File: config.mk
export PLATFORM = sky130hd
export DESIGN_NAME = backslash_escape_decoder
export DESIGN_NICKNAME = d
export VERILOG_FILES = /design/src/bsed_pkg.sv /design/src/backslash_escape_decoder.sv /design/src/bsed_front.sv /design/src/bsed_queue.sv /design/src/bsed_back.sv
export SDC_FILE = /design/constraint.sdc
export NUM_CORES = 1
export LEC_CHECK = 0
export BUFFER_PORTS_ARGS = -buffer_cell sky130_fd_sc_hd__buf_4
export CAP_MARGIN = 5
export CORE_ASPECT_RATIO = 0.9
export CORE_MARGIN = 2
export CORE_UTILIZATION = 54
export CTS_CLUSTER_SIZE = 40
export DETAILED_ROUTE_END_ITERATION = 8
export PLACE_DENSITY = 0.77
export RECOVER_POWER = 50
export SYNTH_ARGS = -nofsm -noshare
export SYNTH_HDL_FRONTEND = slang
export SYNTH_SLANG_ARGS = --single-unit
File: constraint.sdc
create_clock -name clk -period 2.85 [get_ports clk]
set_clock_uncertainty 0.1 [all_clocks]
set_input_delay 0.1425 -clock clk [delete_from_list [all_inputs] [get_ports clk]]
set_output_delay 0.1425 -clock clk [all_outputs]
set_load 0.05 [all_outputs]
File: src/bsed_pkg.sv
// Shared types and constants for the backslash escape decoder.
package bsed_pkg;

	localparam logic [7:0] BSLASH = 8'h5C;

	typedef struct packed {
		logic [7:0] data;
		logic       last;
		logic       bad;
	} entry_t;

	// Results written into the queue by one accepted input byte (0, 1 or 2).
	typedef struct packed {
		logic [1:0] n;
		entry_t     e0;
		entry_t     e1;
	} push_t;

endpackage

File: src/backslash_escape_decoder.sv
// Top level of the backslash escape decoder.
// Decodes backslash quoting, one input byte per cycle while in_ready is high. A result is
// written into the queue, then loaded into the output register, and only then shows on the
// output. Most bytes give zero or one result; an unknown escape gives two, and so does
// a byte that ends an octal run unless it is a backslash that opens a new escape mid-string.
// The back end sends the two one after the other. Input ready follows the free space of
// the QDEPTH-entry queue between front and back (at least two slots free; QDEPTH is a power
// of two, at least 2), so with a ready sink one byte per cycle is sustained. out_last and
// out_bad_escape mark the final result of each string.
module backslash_escape_decoder #(
	parameter int QDEPTH = 4
) (
	input  logic       clk,
	input  logic       arst_n,
	input  logic       in_valid,
	output logic       in_ready,
	input  logic [7:0] in_byte,
	input  logic       in_last,
	output logic       out_valid,
	input  logic       out_ready,
	output logic [7:0] out_byte,
	output logic       out_last,
	output logic       out_bad_escape
);

	bsed_pkg::push_t  push;
	bsed_pkg::entry_t q_head;
	logic             room;
	logic             q_valid;
	logic             pop;

	bsed_front u_front (
		.clk      (clk),
		.arst_n   (arst_n),
		.in_valid (in_valid),
		.in_ready (in_ready),
		.in_byte  (in_byte),
		.in_last  (in_last),
		.room     (room),
		.push     (push)
	);

	bsed_queue #(
		.QDEPTH (QDEPTH)
	) u_queue (
		.clk     (clk),
		.arst_n  (arst_n),
		.push    (push),
		.room    (room),
		.q_valid (q_valid),
		.q_head  (q_head),
		.pop     (pop)
	);

	bsed_back u_back (
		.clk            (clk),
		.arst_n         (arst_n),
		.q_valid        (q_valid),
		.q_head         (q_head),
		.pop            (pop),
		.out_valid      (out_valid),
		.out_ready      (out_ready),
		.out_byte       (out_byte),
		.out_last       (out_last),
		.out_bad_escape (out_bad_escape)
	);

endmodule

File: src/bsed_front.sv
// Front end: accepts raw bytes, tracks escape state, pushes decoded results.
module bsed_front (
	input  logic                 clk,
	input  logic                 arst_n,
	input  logic                 in_valid,
	output logic                 in_ready,
	input  logic [7:0]           in_byte,
	input  logic                 in_last,
	input  logic                 room,
	output bsed_pkg::push_t      push
);

	typedef enum logic [1:0] {
		PH_PLAIN = 2'd0,
		PH_ESC   = 2'd1,
		PH_OCT1  = 2'd2,
		PH_OCT2  = 2'd3
	} phase_t;

	phase_t     phase_q, phase_n;
	logic [5:0] accum_q, accum_n;
	logic       err_q, err_n;
	logic       accept;
	logic       is_oct;
	logic [2:0] digit;
	logic [1:0] cnt;
	logic [7:0] res0, res1;
	logic [8:0] known;

	// Simple escape characters; bit 8 marks a hit.
	function automatic logic [8:0] simple_escape(input logic [7:0] b);
		logic [8:0] r;
		case (b)
			8'h5C:   r = {1'b1, bsed_pkg::BSLASH};
			8'h6E:   r = {1'b1, 8'h0A};
			8'h74:   r = {1'b1, 8'h09};
			8'h66:   r = {1'b1, 8'h0C};
			8'h62:   r = {1'b1, 8'h08};
			8'h72:   r = {1'b1, 8'h0D};
			8'h3F:   r = {1'b1, 8'h7F};
			default: r = 9'd0;
		endcase
		return r;
	endfunction

	assign in_ready = room;
	assign accept   = in_valid && in_ready;
	assign is_oct   = (in_byte[7:3] == 5'b00110);
	assign digit    = in_byte[2:0];
	assign known    = simple_escape(in_byte);

	always_comb begin
		phase_n = phase_q;
		accum_n = accum_q;
		err_n   = err_q;
		cnt     = 2'd0;
		res0    = in_byte;
		res1    = in_byte;
		case (phase_q)
			PH_PLAIN: begin
				if (in_byte == bsed_pkg::BSLASH) begin
					phase_n = PH_ESC;
					if (in_last) begin
						cnt   = 2'd1;
						res0  = bsed_pkg::BSLASH;
						err_n = 1'b1;
					end
				end else begin
					cnt = 2'd1;
				end
			end
			PH_ESC: begin
				phase_n = PH_PLAIN;
				if (known[8]) begin
					cnt  = 2'd1;
					res0 = known[7:0];
				end else if (is_oct) begin
					accum_n = {3'b000, digit};
					phase_n = PH_OCT1;
					if (in_last) begin
						cnt  = 2'd1;
						res0 = {5'b00000, digit};
					end
				end else begin
					err_n = 1'b1;
					cnt   = 2'd2;
					res0  = bsed_pkg::BSLASH;
				end
			end
			default: begin
				if (is_oct) begin
					if (phase_q == PH_OCT1) begin
						accum_n = {accum_q[2:0], digit};
						phase_n = PH_OCT2;
						if (in_last) begin
							cnt  = 2'd1;
							res0 = {2'b00, accum_q[2:0], digit};
						end
					end else begin
						phase_n = PH_PLAIN;
						cnt     = 2'd1;
						res0    = {accum_q[4:0], digit};
					end
				end else begin
					// Octal run ends; the terminating byte is decoded as plain text.
					res0 = {2'b00, accum_q};
					if (in_byte == bsed_pkg::BSLASH) begin
						phase_n = PH_ESC;
						if (in_last) begin
							cnt   = 2'd2;
							res1  = bsed_pkg::BSLASH;
							err_n = 1'b1;
						end else begin
							cnt = 2'd1;
						end
					end else begin
						phase_n = PH_PLAIN;
						cnt     = 2'd2;
					end
				end
			end
		endcase
		if (phase_n == PH_PLAIN) begin
			accum_n = 6'd0;
		end
	end

	always_comb begin
		push.n       = accept ? cnt : 2'd0;
		push.e0.data = res0;
		push.e0.last = in_last && (cnt == 2'd1);
		push.e0.bad  = in_last && (cnt == 2'd1) && err_n;
		push.e1.data = res1;
		push.e1.last = in_last;
		push.e1.bad  = in_last && err_n;
	end

	always_ff @(posedge clk or negedge arst_n) begin
		if (!arst_n) begin
			phase_q <= PH_PLAIN;
			accum_q <= 6'd0;
			err_q   <= 1'b0;
		end else if (accept) begin
			if (in_last) begin
				phase_q <= PH_PLAIN;
				accum_q <= 6'd0;
				err_q   <= 1'b0;
			end else begin
				phase_q <= phase_n;
				accum_q <= accum_n;
				err_q   <= err_n;
			end
		end
	end

endmodule

File: src/bsed_queue.sv
// Small queue between front and back: up to two writes and one read per cycle.
module bsed_queue #(
	parameter int QDEPTH = 4
) (
	input  logic                 clk,
	input  logic                 arst_n,
	input  bsed_pkg::push_t      push,
	output logic                 room,
	output logic                 q_valid,
	output bsed_pkg::entry_t     q_head,
	input  logic                 pop
);

	localparam int PW = $clog2(QDEPTH);
	localparam int CW = $clog2(QDEPTH + 1);

	bsed_pkg::entry_t mem_q [QDEPTH];
	logic [PW-1:0]    wr_ptr_q, rd_ptr_q;
	logic [CW-1:0]    count_q;

	assign room    = (count_q <= CW'(QDEPTH - 2));
	assign q_valid = (count_q != '0);
	assign q_head  = mem_q[rd_ptr_q];

	always_ff @(posedge clk) begin
		if (push.n != 2'd0) begin
			mem_q[wr_ptr_q] <= push.e0;
		end
		if (push.n == 2'd2) begin
			mem_q[wr_ptr_q + PW'(1)] <= push.e1;
		end
	end

	always_ff @(posedge clk or negedge arst_n) begin
		if (!arst_n) begin
			wr_ptr_q <= '0;
			rd_ptr_q <= '0;
			count_q  <= '0;
		end else begin
			wr_ptr_q <= wr_ptr_q + PW'(push.n);
			if (pop) begin
				rd_ptr_q <= rd_ptr_q + PW'(1);
			end
			count_q <= count_q + CW'(push.n) - CW'(pop);
		end
	end

endmodule

File: src/bsed_back.sv
// Back end: output register; drains the queue one result per ready cycle.
module bsed_back (
	input  logic                 clk,
	input  logic                 arst_n,
	input  logic                 q_valid,
	input  bsed_pkg::entry_t     q_head,
	output logic                 pop,
	output logic                 out_valid,
	input  logic                 out_ready,
	output logic [7:0]           out_byte,
	output logic                 out_last,
	output logic                 out_bad_escape
);

	logic             out_valid_q;
	bsed_pkg::entry_t out_q;

	assign pop            = q_valid && (!out_valid_q || out_ready);
	assign out_valid      = out_valid_q;
	assign out_byte       = out_q.data;
	assign out_last       = out_q.last;
	assign out_bad_escape = out_q.bad;

	always_ff @(posedge clk) begin
		if (pop) begin
			out_q <= q_head;
		end
	end

	always_ff @(posedge clk or negedge arst_n) begin
		if (!arst_n) begin
			out_valid_q <= 1'b0;
		end else if (pop) begin
			out_valid_q <= 1'b1;
		end else if (out_ready) begin
			out_valid_q <= 1'b0;
		end
	end

endmodule

# Word level (Yosys, flattened, before mapping)
# Memories as Yosys holds them, arrays and structs flattened. A register that Yosys moved wholly into a read port is not among the register bits.
# Cells that the tools add are included.
# classes
n_addsub,5
order_cmp,1
eq_ne,14
muxes,50
n_reduce_logical,16
# ops
operator,count
2-to-1 mux 8 bit,10
case mux 9 bit (7 select lines),1
== test 8 x 7 -> 1 bit (second input constant),6
2-to-1 mux 6 bit,6
2-to-1 mux 2 bit,13
case mux 8 bit (2 select lines),1
2-to-1 mux 1 bit,15
case mux 6 bit (2 select lines),1
== test 8 x 6 -> 1 bit (second input constant),1
case mux 2 bit (2 select lines),2
nonzero test 3 bit,2
== test 5 x 3 -> 1 bit (second input constant),1
logical AND 1 bit,5
AND reduction 5 bit,1
adder 2 x 1 -> 2 bit (second input constant),2
== test 2 x 1 -> 1 bit (second input constant),2
== test 2 bit (second input constant),2
zero test 2 bit,2
inequality test 4 bit (second input constant),1
nonzero test 2 bit,2
nonzero test 4 bit,1
adder 3 x 2 -> 3 bit,1
less-or-equal comparator 3 x 2 -> 1 bit (second input constant),1
inequality test 3 x 2 -> 1 bit (second input constant),1
other kinds (6),6
# word_totals
regBits,17
ram_bits,40
in_bits,13
output_inout_bits,12
elab_cells,94
mem_count,1
# mem_list
name,depth,word_bits,rd,rd_clocked_by_memory_dff,write_ports,line,source
u_queue.mem_q,4,10,1,1,2,bsed_queue.sv:17,bsed_pkg::entry_t mem_q [QDEPTH];

# Depth between registers and ports, before layout
# logic_depth
ltp_word,8
mapped_depth,13
ltp_nobuf,11

# Modules after synthesis
# Synthesis repeated with hierarchy kept, for this count alone.
# unflattened
cells_unflattened,276
hier_area_um2,3868.7
# modules_own_cells
module,instances,cells_each,area_per_inst_um2,seq_area_each_um2
bsed_queue,1,139,2503.7,1376.3
bsed_front,1,123,1021.0,225.2
bsed_back,1,14,344.1,325.3

# Least setup slack after synthesis
# Ideal clock, no wire load.
# synth_path
path_kind,register to register
from,register u_queue.count_q[1]
to,memory u_queue.mem_q[3][0] (netlist bit) (enable)
setup_ns,0.392
arrival_time_ns,3.349
t_required_ns,2.358
setup_slack_ns,-0.992
path_stages_with_launch,6
path_buffers,0
period_less_slack_ns,3.842
cell_sequence,dfrtp_1 a21oi_1 nand2_1 o41ai_4 inv_2 a21boi_0
# synth_rtl
item,line,source
"start, declared",bsed_queue.sv:19,logic [CW-1:0] count_q;
"start signal, assigned",bsed_queue.sv:44,count_q <= count_q + CW'(push.n) - CW'(pop);
"end, declared",bsed_queue.sv:17,

# Worst setup path in the final report
# layout_path
from,register u_front.phase_q[0]
to,register u_queue.count_q[2]
# layout_between
elab_chain_cells,7
elab_cells_between_ends,9
classes_between,add/sub (2); eq/ne (2); mux (4); reduce/logical (1)
# layout_rtl
item,line,source
"start, declared",bsed_front.sv:20,"phase_t phase_q, phase_n;"
"start signal, assigned",bsed_front.sv:149,phase_q <= phase_n;
== test 2 bit,bsed_front.sv:92,if (phase_q == PH_OCT1) begin
2-to-1 mux 1 bit,bsed_front.sv:92,
2-to-1 mux 2 bit,bsed_front.sv:91,if (is_oct) begin
case mux 2 bit (2 select lines) (*),bsed_front.sv:59,case (phase_q)
2-to-1 mux 2 bit (*),bsed_front.sv:129,push.n = accept ? cnt : 2'd0;
adder 3 x 2 -> 3 bit (*),bsed_queue.sv:44,
subtractor 3 x 1 -> 3 bit (*),bsed_queue.sv:44,
# Every way passes the cells marked *; elsewhere a longest branch is shown, timed or not.
# A chain may end at the register's enable or synchronous reset.

==> results.txt <==
Launching element of the worst setup path: u_front.phase_q[0]$_DFFE_PN0P_
Synth warn: 0
Vias per cell: 5.983
Setup crit start kind: register
WS Path Type: register to register
Vias in the first global route: 2374
First-pass GRT wire length: 12.08 mm
Net Count, Synth: 304
Post-synthesis instance area: 0.003630 mm²
Port-buffer cells: 24
Fraction of layout cells with a size suffix above 1: 0.2112
Finish-stage setup viols: 0
Gr ovfl total: 0
DRC: 0
Tcrit/Tclk final: 0.8900
Top cells by count, synth: edfxtp_1, a21oi_1, dfrtp_1
Largest net degree at the start of global routing: 19
Root buf cell: clkbuf_8
Number of nets with antenna violations after routing: 0
Fin Setup TNS: 0 ns
DR vias: 2465
Worst path bufs/invs: 2
CP top delay family: simple AND/OR/NAND/NOR gates
Mean Syn Cell Area: 12.69 µm²
Std-Cell Rows: 28
Crit Reg-Reg Startpoint: u_front.phase_q[0]$_DFFE_PN0P_
Distinct cell type count after synthesis: 56
Most frequent cell after synthesis: edfxtp_1
Post-synth EDFFs: 50
Top FF cell, synth: edfxtp_1
Pins Over Slew Limit: 0
Slew of the pin with the lowest slew margin: 1.001 ns
Die ar.: 0.007395 mm²
Post-synth ARST share: 0.2537
Chip height: 81.78 µm
Routed len/inst: 18.55 µm
FF+latch count, synth: 67
Critical Path Slowest Stage Cell: or2_2
ANT cells: 0
Area share of the leading cell type in the synthesized netlist: 0.4137
Achievable Freq: 0.3942 GHz
Core Util, Final: 0.6287
Worst EP arrival: 2.70 ns
WP data required: 3.02 ns
Post-synthesis sequential area ratio: 0.5309
Hold_sp: in_byte[1]
# H-tree levels: 3
CTS tree: yes
Nets: 335
GRT Overall Usage: 0.2189
Final Hold Viols: 0
Cell Pwr Density: 791.3 mW/mm²
Worst-Skew Late Latency: 0.35 ns
Gate Count Post-Synth: 286
Clock slew at reported path FFs: 0.07 ns
Initial drt markers: 153
Yosys top cell by area: edfxtp_1
Initial antenna violation count: 0
Drt pass-1 iters: 5
Initial core utilization: 0.5540
Synthesis-to-finish area growth: 13.48%
RSZ-0062 raised after global routing: false
CTS max path bufs: 2
Crit-path cells: buf_4, or2_2, or3_1, o211a_1, nand2_1, nor2_1, ha_1, inv_1, fa_2, xor2_1, xnor2_1
Max-Slew Margin vs Limit: 0.3328
Worst Setup End Kind: register
Max-Cap Viols: 0
I/O pins: 25
Cts bufs inserted: 9
CORE AREA: 0.006551 mm²
Total clock sinks: 67
Crit-path max cell delay: 0.38 ns
Drt total wl: 7.643 mm
DIE WIDTH: 90.42 µm
Peak supply drop: 0.5447 mV
Synth area leaders: edfxtp_1, dfrtp_1, mux4_2, mux2_1, mux2_2
Crit path time final: 2.537 ns
Post-CTS setup buffers: 0
Leak: 1.532 nW
Crit-path max FO: 15
Type of the worst min-delay path: input pin to register
Routability Congestion: 0.8962
Status: finished clean
Worst Hold Slack: 0.03352 ns
Hpwl dp: 5.246 mm
==> power breakdown <==
group,internal [W],leakage (nW),switching [W]
logic,0.000371,0.768,0.000649
clock network,0.000404,0.0885,0.000379
registers,0.00130,0.676,0.000161
==> timing repair <==
item | CTS | global route
resized for setup | 0 | 0
hold buffers | 3 | 0
hold endpoints to repair | 19 | 0
==> worst register-to-register path, cell delays in order, from the launching register on <==
cell     delay, ns
dfrtp_1       0.37
buf_4         0.18
or2_2         0.38
or3_1         0.32
o211a_1       0.14
nand2_1       0.10
nor2_1        0.08
ha_1          0.22
inv_1         0.06
fa_2          0.19
xor2_1        0.18
xnor2_1       0.14
==> cell usage in the layout (no fill, tap or decap), types with 3 or more instances in the layout <==
master | netlist | final
nand3_1 | 7 | 7
a21oi_1 | 19 | 19
buf_4 | 0 | 17
o21ai_0 | 16 | 16
a21boi_0 | 5 | 4
nor3_1 | 5 | 5
and3_1 | 3 | 3
dfrtp_1 | 17 | 17
o22a_1 | 4 | 4
clkinvlp_4 | 0 | 3
o211ai_1 | 3 | 3
dlygate4sd3_1 | 0 | 3
ha_1 | 4 | 3
a22o_1 | 7 | 7
and2_0 | 2 | 3
nor2_1 | 8 | 8
xnor2_1 | 5 | 5
mux2_2 | 9 | 9
xor2_1 | 3 | 3
mux4_2 | 10 | 10
clkbuf_8 | 0 | 9
and2_1 | 5 | 4
edfxtp_1 | 50 | 50
nor2b_1 | 7 | 7
mux2_1 | 15 | 15
a221o_1 | 3 | 3
inv_1 | 8 | 8
clkbuf_1 | 10 | 18
nand2_4 | 4 | 4
nand4_1 | 3 | 3
nand2_1 | 11 | 10
==> cells by family after synthesis <==
| kind of cell | share of synthesized area |
|---|---|
| buffers and inverters | 0.03792 |
| adders and majority gates | 0.01930 |
| xor gates and xnor gates | 0.01930 |
| and+or+nand+nor | 0.1103 |
| muxes | 0.1420 |
| DFF | 0.5309 |
| AOI/OAI and AO/OA | 0.1403 |
==> routing by layer <==
layer,GRT usage,vias to the layer above,part of all wire
li1,-,1163,-
met1,0.2973,1185,0.46
met2,0.3323,100,0.46
met3,0.05596,17,0.062
met4,0.1108,0,0.026
met5,0,-,0
==> final cells by class <==
cell class | count | area, µm²
timing repair buffer | 40 | 269.0
clock buffer | 10 | 127.6
clock inverter | 6 | 66.31
inverter | 9 | 33.78
fill | 536 | 2432
tap | 90 | 112.6
sequential | 67 | 1927
multi-input combinational | 190 | 1583
==> worst paths after layout <==
| check | cells after the start | slack (ns) | endpoint |
|---|---|---|---|
| setup / recovery | 11 | 0.31 | u_queue.count_q[2]$_DFF_PN0_ |
| hold / removal | 2 | 0.03 | u_front.accum_q[1]$_DFFE_PN0P_ |
| setup reg to reg | 11 | 0.31 | u_queue.count_q[2]$_DFF_PN0_ |
| hold reg to reg | 1 | 0.41 | u_queue.count_q[2]$_DFF_PN0_ |
| max in group asynchronous | 2 | 1.67 | u_front.accum_q[3]$_DFFE_PN0P_ |
| min in group asynchronous | 2 | 0.38 | u_queue.count_q[0]$_DFF_PN0_ |
==> through the flow <==
step / total power (W) / instances / instance area, µm² / setup slack, ns
after floorplan: 0.002282 / 286 / 3677 / 0.02244
after global placement: 0.002580 / 393 / 3978 / 0.2269
after detailed placement: 0.002611 / 393 / 3978 / 0.1814
after CTS: 0.003389 / 412 / 4202 / 0.3413
after global routing: 0.003414 / 412 / 4119 / 0.1945
final: 0.003259 / 412 / 4119 / 0.3135
==> state kept, by name (all words and copies together) (netlist names), 2 cells and up <==
register,count
u_back.out_byte,8
u_queue.count_q,3
u_queue.wr_ptr_q,2
u_front.phase_q,2
u_front.accum_q,6
u_queue.mem_q,40
u_queue.rd_ptr_q,2
(Power assumes the default switching activity.)
